### src/design/tspg_pkg.sv
// Package for the three-axis step pulse generator: field widths, request and
// register codes, and the per-axis status struct. No dependencies.
package tspg_pkg;

  localparam int PERIOD_W    = 16;
  localparam int COUNT_W     = 32;
  localparam int AXIS_W      = 2;
  localparam int NUM_PERIODS = 3;
  localparam int OUT_AXES    = 3;
  localparam int CFG_IDX_W   = 2;
  localparam int IN_TDATA_W  = 40;
  localparam int OUT_TDATA_W = 8;

  typedef logic [PERIOD_W-1:0]  period_t;
  typedef logic [COUNT_W-1:0]   count_t;
  typedef logic [CFG_IDX_W-1:0] cfg_idx_t;

  // Request kinds carried on in_tuser.
  localparam logic REQ_TICK  = 1'b0;
  localparam logic REQ_START = 1'b1;

  // Configuration register indexes.
  localparam cfg_idx_t REG_AXIS0_PERIOD = 2'd0;
  localparam cfg_idx_t REG_AXIS1_PERIOD = 2'd1;
  localparam cfg_idx_t REG_AXIS2_PERIOD = 2'd2;

  // Status of one axis for the beat being accepted.
  typedef struct packed {
    logic step;         // axis steps on this tick
    logic finish;       // axis reaches a zero count on this tick
    logic zero_old;     // remaining count is zero before this beat
    logic zero_new;     // remaining count is zero after this beat
    logic running_new;  // run flag after this beat
  } lane_status_t;

endpackage

### src/design/tspg_axis.sv
// One axis of the step pulse generator: run flag, remaining count and tick
// counter, with the step decision for a tick. Depends on tspg_pkg.
module tspg_axis (
  input  logic                   clk,
  input  logic                   rst_n,
  input  logic                   tick_en,
  input  logic                   start_en,
  input  tspg_pkg::count_t       start_count,
  input  tspg_pkg::period_t      period,
  output tspg_pkg::lane_status_t status
);
  import tspg_pkg::*;

  logic    running_r, running_nxt;
  count_t  steps_r, steps_nxt;
  period_t tick_r, tick_nxt;

  logic    active;
  logic    fire;
  count_t  steps_dec;

  // A count of all ones parks the axis: armed but never stepping.
  assign active    = running_r && (steps_r != '1);
  assign fire      = tick_en && active && (tick_r >= period);
  assign steps_dec = steps_r - count_t'(1);

  always_comb begin
    running_nxt = running_r;
    steps_nxt   = steps_r;
    tick_nxt    = tick_r;
    if (start_en) begin
      running_nxt = 1'b1;
      steps_nxt   = start_count;
    end else if (tick_en && active) begin
      if (fire) begin
        // Counter restarts at zero and then counts this tick.
        tick_nxt  = period_t'(1);
        steps_nxt = steps_dec;
        if (steps_dec == '0) begin
          running_nxt = 1'b0;
        end
      end else begin
        tick_nxt = tick_r + period_t'(1);
      end
    end
  end

  always_ff @(posedge clk) begin
    if (!rst_n) begin
      running_r <= 1'b0;
      steps_r   <= '0;
      tick_r    <= '0;
    end else begin
      running_r <= running_nxt;
      steps_r   <= steps_nxt;
      tick_r    <= tick_nxt;
    end
  end

  always_comb begin
    status.step        = fire;
    status.finish      = fire && (steps_dec == '0);
    status.zero_old    = (steps_r == '0);
    status.zero_new    = (steps_nxt == '0);
    status.running_new = running_nxt;
  end

endmodule

### src/design/three_axis_step_pulse_generator_core.sv
// Top level of the three-axis step pulse generator: configuration registers,
// one lane per axis, move-done logic and a two-entry output buffer.
// Depends on tspg_pkg and tspg_axis.
//
// Use: program the period of each axis through the configuration channel
// (cfg_valid/cfg_ready, cfg_index, cfg_data) while the block is idle; cfg_ready
// is always high and a write to an unused index is dropped. Each input beat is
// either a tick (in_tuser low) or a start (in_tuser high) that arms the axis in
// in_tdata with the step count in in_tdata. A start with a zero count, or on an
// axis the block does not have, changes nothing.
// Every input beat yields exactly one output beat carrying the per-axis step
// pulses, the move-done flag and the per-axis run flags after the beat.
// One beat is accepted every cycle while in_tready is high: all lane updates
// are a compare and a decrement per axis in the accepting cycle, and the state
// holds only across beats.
// The output side has a main register plus a skid register, so a beat is still
// taken in the cycle the receiver first stalls; in_tready falls only when both
// are full and rises again as soon as the receiver takes a beat.
// Synchronous reset clears all axis state, the periods and both buffer entries.
module three_axis_step_pulse_generator_core #(
  parameter int AXES = 3
) (
  input  logic                                  clk,
  input  logic                                  rst_n,
  // Input channel.
  input  logic                                  in_tvalid,
  output logic                                  in_tready,
  // in_tdata, lowest bit up: axis[1:0], step_count[33:2], zero pad [39:34]
  input  logic [tspg_pkg::IN_TDATA_W-1:0]       in_tdata,
  // in_tuser: req_type (0 = tick, 1 = start)
  input  logic                                  in_tuser,
  // Result channel.
  output logic                                  out_tvalid,
  input  logic                                  out_tready,
  // out_tdata, lowest bit up: step_pulse[2:0], move_done[3], running[6:4],
  // zero pad [7]
  output logic [tspg_pkg::OUT_TDATA_W-1:0]      out_tdata,
  // Configuration channel.
  input  logic                                  cfg_valid,
  output logic                                  cfg_ready,
  input  tspg_pkg::cfg_idx_t                    cfg_index,
  input  tspg_pkg::period_t                     cfg_data
);
  import tspg_pkg::*;

  // ---------------------------------------------------------------------------
  // Configuration: one period register per axis; axes past the third share
  // the third period.
  // ---------------------------------------------------------------------------
  period_t periods_r [NUM_PERIODS];

  assign cfg_ready = 1'b1;

  always_ff @(posedge clk) begin
    if (!rst_n) begin
      for (int p = 0; p < NUM_PERIODS; p++) begin
        periods_r[p] <= '0;
      end
    end else if (cfg_valid && cfg_ready) begin
      case (cfg_index)
        REG_AXIS0_PERIOD: periods_r[0] <= cfg_data;
        REG_AXIS1_PERIOD: periods_r[1] <= cfg_data;
        REG_AXIS2_PERIOD: periods_r[2] <= cfg_data;
        default: ;
      endcase
    end
  end

  // ---------------------------------------------------------------------------
  // Input beat decode.
  // ---------------------------------------------------------------------------
  logic [AXIS_W-1:0] in_axis;
  count_t            in_count;
  logic              in_fire;
  logic              tick_en;
  logic              start_ok;

  assign in_axis  = in_tdata[AXIS_W-1:0];
  assign in_count = in_tdata[AXIS_W +: COUNT_W];
  assign in_fire  = in_tvalid && in_tready;
  assign tick_en  = in_fire && (in_tuser == REQ_TICK);
  assign start_ok = in_fire && (in_tuser == REQ_START) && (in_count != '0);

  // ---------------------------------------------------------------------------
  // Axis lanes.
  // ---------------------------------------------------------------------------
  lane_status_t lane_st [AXES];

  for (genvar g = 0; g < AXES; g++) begin : g_axis
    localparam int PIDX = (g < NUM_PERIODS) ? g : NUM_PERIODS - 1;

    tspg_axis u_axis (
      .clk         (clk),
      .rst_n       (rst_n),
      .tick_en     (tick_en),
      .start_en    (start_ok && (int'(in_axis) == g)),
      .start_count (in_count),
      .period      (periods_r[PIDX]),
      .status      (lane_st[g])
    );
  end

  // ---------------------------------------------------------------------------
  // Move done. Axes are handled in order on a tick, so when axis i finishes
  // the all-zero check sees the updated counts of the axes before it and the
  // not yet updated counts of the axes after it.
  // ---------------------------------------------------------------------------
  logic         done_w;
  logic         all_zero_new;
  logic [OUT_AXES-1:0] pulse_w;
  logic [OUT_AXES-1:0] run_w;

  always_comb begin
    logic ok;
    done_w       = 1'b0;
    all_zero_new = 1'b1;
    for (int i = 0; i < AXES; i++) begin
      ok = lane_st[i].finish;
      for (int j = 0; j < AXES; j++) begin
        if (j < i) begin
          ok = ok && lane_st[j].zero_new;
        end else if (j > i) begin
          ok = ok && lane_st[j].zero_old;
        end
      end
      done_w       = done_w || ok;
      all_zero_new = all_zero_new && lane_st[i].zero_new;
    end
  end

  // Only the first three axes are reported.
  always_comb begin
    pulse_w = '0;
    run_w   = '0;
    for (int k = 0; k < OUT_AXES; k++) begin
      if (k < AXES) begin
        pulse_w[k] = lane_st[k].step;
        run_w[k]   = lane_st[k].running_new;
      end
    end
  end

  logic [OUT_TDATA_W-1:0] result_w;
  assign result_w = OUT_TDATA_W'({run_w, done_w, pulse_w});

  // ---------------------------------------------------------------------------
  // Output buffer: main register drives the port, the skid register catches
  // the beat accepted in the cycle the receiver stalls.
  // ---------------------------------------------------------------------------
  logic                   out_valid_r, out_valid_nxt;
  logic [OUT_TDATA_W-1:0] out_data_r, out_data_nxt;
  logic                   skid_valid_r, skid_valid_nxt;
  logic [OUT_TDATA_W-1:0] skid_data_r, skid_data_nxt;

  assign in_tready  = !skid_valid_r;
  assign out_tvalid = out_valid_r;
  assign out_tdata  = out_data_r;

  always_comb begin
    out_valid_nxt  = out_valid_r;
    out_data_nxt   = out_data_r;
    skid_valid_nxt = skid_valid_r;
    skid_data_nxt  = skid_data_r;
    if (!out_valid_r || out_tready) begin
      if (skid_valid_r) begin
        out_valid_nxt  = 1'b1;
        out_data_nxt   = skid_data_r;
        skid_valid_nxt = 1'b0;
      end else begin
        out_valid_nxt = in_fire;
        out_data_nxt  = result_w;
      end
    end else if (in_fire) begin
      skid_valid_nxt = 1'b1;
      skid_data_nxt  = result_w;
    end
  end

  always_ff @(posedge clk) begin
    if (!rst_n) begin
      out_valid_r  <= 1'b0;
      skid_valid_r <= 1'b0;
    end else begin
      out_valid_r  <= out_valid_nxt;
      skid_valid_r <= skid_valid_nxt;
    end
    out_data_r  <= out_data_nxt;
    skid_data_r <= skid_data_nxt;
  end

`ifndef SYNTHESIS
  // The skid entry is only ever filled behind a held main entry.
  a_skid_behind_main: assert property (@(posedge clk) disable iff (!rst_n)
    skid_valid_r |-> out_valid_r)
    else $error("skid entry valid while main entry empty");

  // Back-pressure on the input only comes from a full buffer.
  a_stall_only_when_full: assert property (@(posedge clk) disable iff (!rst_n)
    !in_tready |-> (out_tvalid && !$past(out_tready) || skid_valid_r))
    else $error("input stalled with buffer space free");

  // A start beat never steps an axis nor reports a finished move.
  a_start_quiet: assert property (@(posedge clk) disable iff (!rst_n)
    (in_fire && (in_tuser == REQ_START)) |-> ((pulse_w == '0) && !done_w))
    else $error("step or move done on a start beat");

  // A finished move leaves every count at zero.
  a_done_all_zero: assert property (@(posedge clk) disable iff (!rst_n)
    done_w |-> all_zero_new)
    else $error("move done with a count still outstanding");

  // After an accepted beat, out_tvalid is high on the next cycle.
  a_beat_lands: assert property (@(posedge clk) disable iff (!rst_n)
    in_fire |=> out_tvalid)
    else $error("accepted beat lost");
`endif

endmodule

### config.mk
export PLATFORM = sky130hd
export DESIGN_NAME = three_axis_step_pulse_generator_core
export DESIGN_NICKNAME = d
export VERILOG_FILES = /design/src/design/tspg_pkg.sv /design/src/design/tspg_axis.sv /design/src/design/three_axis_step_pulse_generator_core.sv
export SDC_FILE = /design/constraint.sdc
export NUM_CORES = 1
export LEC_CHECK = 0
export ABC_AREA = 0
export BUFFER_PORTS_ARGS = -buffer_cell sky130_fd_sc_hd__buf_2
export CAP_MARGIN = 20
export CELL_PAD_IN_SITES_DETAIL_PLACEMENT = 2
export CELL_PAD_IN_SITES_GLOBAL_PLACEMENT = 2
export CORE_ASPECT_RATIO = 1.4
export CORE_MARGIN = 10
export CORE_UTILIZATION = 34
export DETAILED_ROUTE_END_ITERATION = 10
export GPL_TIMING_DRIVEN = 1
export PLACE_DENSITY_LB_ADDON = 0.1
export SLEW_MARGIN = 20
export SYNTH_ARGS = -nofsm -noshare
export SYNTH_HDL_FRONTEND = slang
export SYNTH_SLANG_ARGS = --single-unit
### constraint.sdc
create_clock -name clk -period 3.87 [get_ports clk]
set_input_delay 0.1935 -clock clk [delete_from_list [all_inputs] [get_ports clk]]
set_output_delay 0.1935 -clock clk [all_outputs]
set_load 0.05 [all_outputs]
==> impl_metrics.yaml <==
logic_synthesis:
  yosysTopAreaCell: "dfxtp_1"
  synth-seq-cells: 211
  yosysTopAreaCellShare_pct: 22.4
  syn-instance-count: 1601
  yosys_warnings: 0
  syn_area_sq_um: 13300
  synth_cell_types: 81
  synth_fp_nets: 1727
  async_flop_share_pct: 0
  synth-edff-count: 62
  synth-main-ff-cell: "dfxtp_1"
  yosysSeqAreaShare_pct: 36.4
  syn_avg_cell_area_sq_um: 8.30
  synth.area.top_cells: "dfxtp_1 (22%), edfxtp_1 (14%), ha_1 (5.8%)"
die:
  coreArea_sq_um: 38600
  row_count: 85
  io_pins: 75
  fp.dieW_um: 187
  fp.dieH_um: 254
  die_area_sq_um: 47500
  start_util_pct: 34.4
global_route:
  grt.busiest_layer: "met2"
  grt_pass1_vias: 14951
  grt_pass1_wl_mm: 91.7
  grtUsageMet1_pct: 26.6
  overflow: 0
  antenna_found_initial: 0
  track_usage_pct: 24.9
  grt_max_degree: 75
  grtUsageMet3_pct: 2.50
  grtUsageMet2_pct: 46.6
sta:
  rsz0062_at_grt: "yes"
  fmax_mhz: 264
  fin_skew_ns: 0.0117
  maxSlewViolCount: 0
  max_slew_margin_pct: 30.5
  fin_setup_tns_ns: 0
  finalCriticalPeriod_ns: 3.79
  hold_viol: 0
  fin_crit_sh_pct: 97.9
  setup_viol: 0
  worstMarginPinSlew_ns: 1.04
route:
  drt.antenna.violating_nets: 0
  drtPass1Iterations: 5
  vias_per_cell: 5.94
  wirelength_mm: 61.2
  wl_per_cell_um: 26.4
  vias: 13789
  route.detailed.drc: 0
  drt-initial-drc-count: 812
critical_path:
  cp_slowest_stage_delay_ns: 0.44
  path_cells: "ha_4 -> nand2b_4 -> a2111oi_4 -> a2111oi_4 -> buf_4 -> a211oi_4 -> buf_12 -> buf_12 -> nor4_1 -> a221oi_1 -> o2111ai_1 -> nor4_4 -> nand4_1 -> a32oi_1"
  crit_required_ns: 4.26
  crit_path_start_kind: "flip-flop"
  cp_slowest_cell: "a221oi_1"
  crit_arrival_ns: 4.18
  crit_fanout: 4
  worstSetupPathType: "flip-flop to flip-flop"
  timing.rr.end: "out_tdata[3]$_DFFE_PP_"
  r2r_start: "periods_r[0][0]$_DFFE_PP_"
  path_delay_family: "compound AO/OA/AOI/OAI gates"
  reg2reg_slack_ns: 0.08
  reg2regPathDepth: 14
  critPathBufInv: 3
  crit_path_end_kind: "flip-flop"
finish:
  fin_cells: 2321
  drive_gt1_share_pct: 21.0
  fillCellCount: 4348
  area.growth.synth_to_final_pct: 25.7
  nets: 1905
  diodes: 0
run_status:
  status: "complete, no violations"
worst_hold_path:
  min_delay_path_depth: 3
  hp-class: "input port to flip-flop"
  holdPathEnd: "g_axis[0].u_axis.steps_r[29]$_SDFF_PN0_"
  hp-start: "in_tdata[31]"
placed_design:
  dp_hpwl_mm: 46.3
  dp.cells: 2258
  port_buffers: 66
  gp_congestion: 0.917
cts:
  cts_tree: "done"
  insertion_delay_ns: 0.56
  clkSinkCount: 211
  cts_root_buffer: "clkbuf_16"
  cts_max_level: 1
  clock_path_buffers: 3
  cts.clk_slew.worst_paths_ns: 0.06
  cts_buffers: 26
job:
  max-cap-violations: 0
pwr:
  p_leak_nw: 6.71
  power_density_nw_per_um2: 380
  irDropWorstVdd_mv: 0.274
## metal layers
layer / wire (um) / share of wire (%)
met3: 2260 / 3.7
met4: 3660 / 6.0
met5: 0 / 0
met1: 22900 / 37
met2: 32400 / 53
## final cells by class
class	instances	area (sq um)	area share (%)
Clock buffer	32	704	4.22
Sequential cell	211	4850	29.0
Inverter	77	289	1.73
Timing Repair Buffer	245	1830	10.9
Tap cell	522	653	3.91
Multi-Input combinational cell	1218	8160	48.8
Clock inverter	16	229	1.37
## cell families after synthesis
kind of cell	after synthesis	synth area share [%]
AOI/OAI and AO/OA	330	16.8
xor gates and xnor gates	86	5.67
adders and majority gates	62	5.83
buffers and inverters	172	5.12
DFF	211	36.4
muxes	7	0.565
other	2	0.0565
and+or+nand+nor	731	29.6
## registers in the layout (all words and copies together), names as in the netlist
name / cells
g_axis.u_axis.tick_r: 48
g_axis.u_axis.steps_r: 96
g_axis.u_axis.running_r: 3
out_tdata: 7
periods_r: 48
skid_data_r: 7
out_tvalid: 1
skid_valid_r: 1
## where the power goes
group	total [mW]	switching, mW	internal (mW)
Sequential	2.42	0.0615	2.36
Combinational	1.20	0.752	0.446
Clock	2.73	1.10	1.64
Total	6.35	1.91	4.44
## cells in the final DEF (no fill, tap or decap), types with 10 or more instances in the layout
cell	netlist	routed
a211oi_1	29	24
a21o_1	10	10
a21oi_1	65	65
a221oi_1	13	12
a22oi_1	10	10
a31oi_1	30	28
and2_1	42	42
and3_1	16	15
buf_2	13	66
buf_4	3	163
clkbuf_16	0	29
dfxtp_1	149	146
edfxtp_1	62	62
ha_1	62	58
inv_1	77	74
nand2_1	97	96
nand2b_1	16	15
nand3_1	55	54
nand4_1	64	64
nand4b_1	11	11
nor2_1	201	199
nor2b_1	10	10
nor3_1	46	41
nor4_1	56	50
o211ai_1	13	13
o21ai_0	66	61
o31ai_1	17	13
or3_1	27	26
or4_1	31	28
xnor2_1	35	34
xor2_1	51	51
## worst register-to-register path: cells and delay by family (launching register included)
| kind | cells | cell delay, ns |
|---|---|---|
| adders and majority gates | 1 | 0.26 |
| AOI/OAI and AO/OA | 6 | 1.78 |
| buffers and inverters | 3 | 0.44 |
| and+or+nand+nor | 4 | 0.72 |
| DFF | 1 | 0.43 |
## how the worst max path moves through the flow
stage	from	end	slack [ns]	depth (start not counted)
global placement	g_axis[1].u_axis.tick_r[9]$_SDFFE_PN0P_	skid_data_r[3]$_DFFE_PP_	-0.22	15
detailed placement	g_axis[1].u_axis.tick_r[13]$_SDFFE_PN0P_	skid_data_r[3]$_DFFE_PP_	-0.24	15
floorplan	periods_r[0][29]$_DFFE_PP_	skid_data_r[3]$_DFFE_PP_	0.28	14
finish	periods_r[0][0]$_DFFE_PP_	out_tdata[3]$_DFFE_PP_	0.08	14
global route	periods_r[0][0]$_DFFE_PP_	out_tdata[3]$_DFFE_PP_	-0.06	14
CTS	g_axis[1].u_axis.steps_r[0]$_SDFF_PN0_	out_tdata[3]$_DFFE_PP_	0.0004	14
## metrics by stage
step                worst slack (ns)  power [mW]  instance area, sq um  util, %  hold slack (ns)
finish                        0.0814        6.35                 16700     43.3           0.0259
global route                 -0.0554        6.59                 16700     43.3           0.0236
CTS                         0.000388        6.33                 16300     42.2           0.0112
detailed placement            -0.237        3.59                 15200     39.4            0.520
global placement              -0.222        3.55                 15200     39.4            0.496
floorplan                      0.277        3.06                 13300        -            0.329
## cell usage after synthesis (35+ instances only)
cell and n:
nor2_1 201, dfxtp_1 149, nand2_1 97, inv_1 77, clkbuf_1 72, o21ai_0 66
a21oi_1 65, nand4_1 64, edfxtp_1 62, ha_1 62, nor4_1 56, nand3_1 55
xor2_1 51, nor3_1 46, and2_1 42, xnor2_1 35
## timing repair
action	CTS	global route
gates resized for setup	20	57
pin swaps	3	19
setup buffers	2	8
gates cloned	0	2
endpoints found under the setup margin	3	4
hold buffers	3	0
endpoints found under the hold margin	5	0
(Power assumes the default switching activity.)
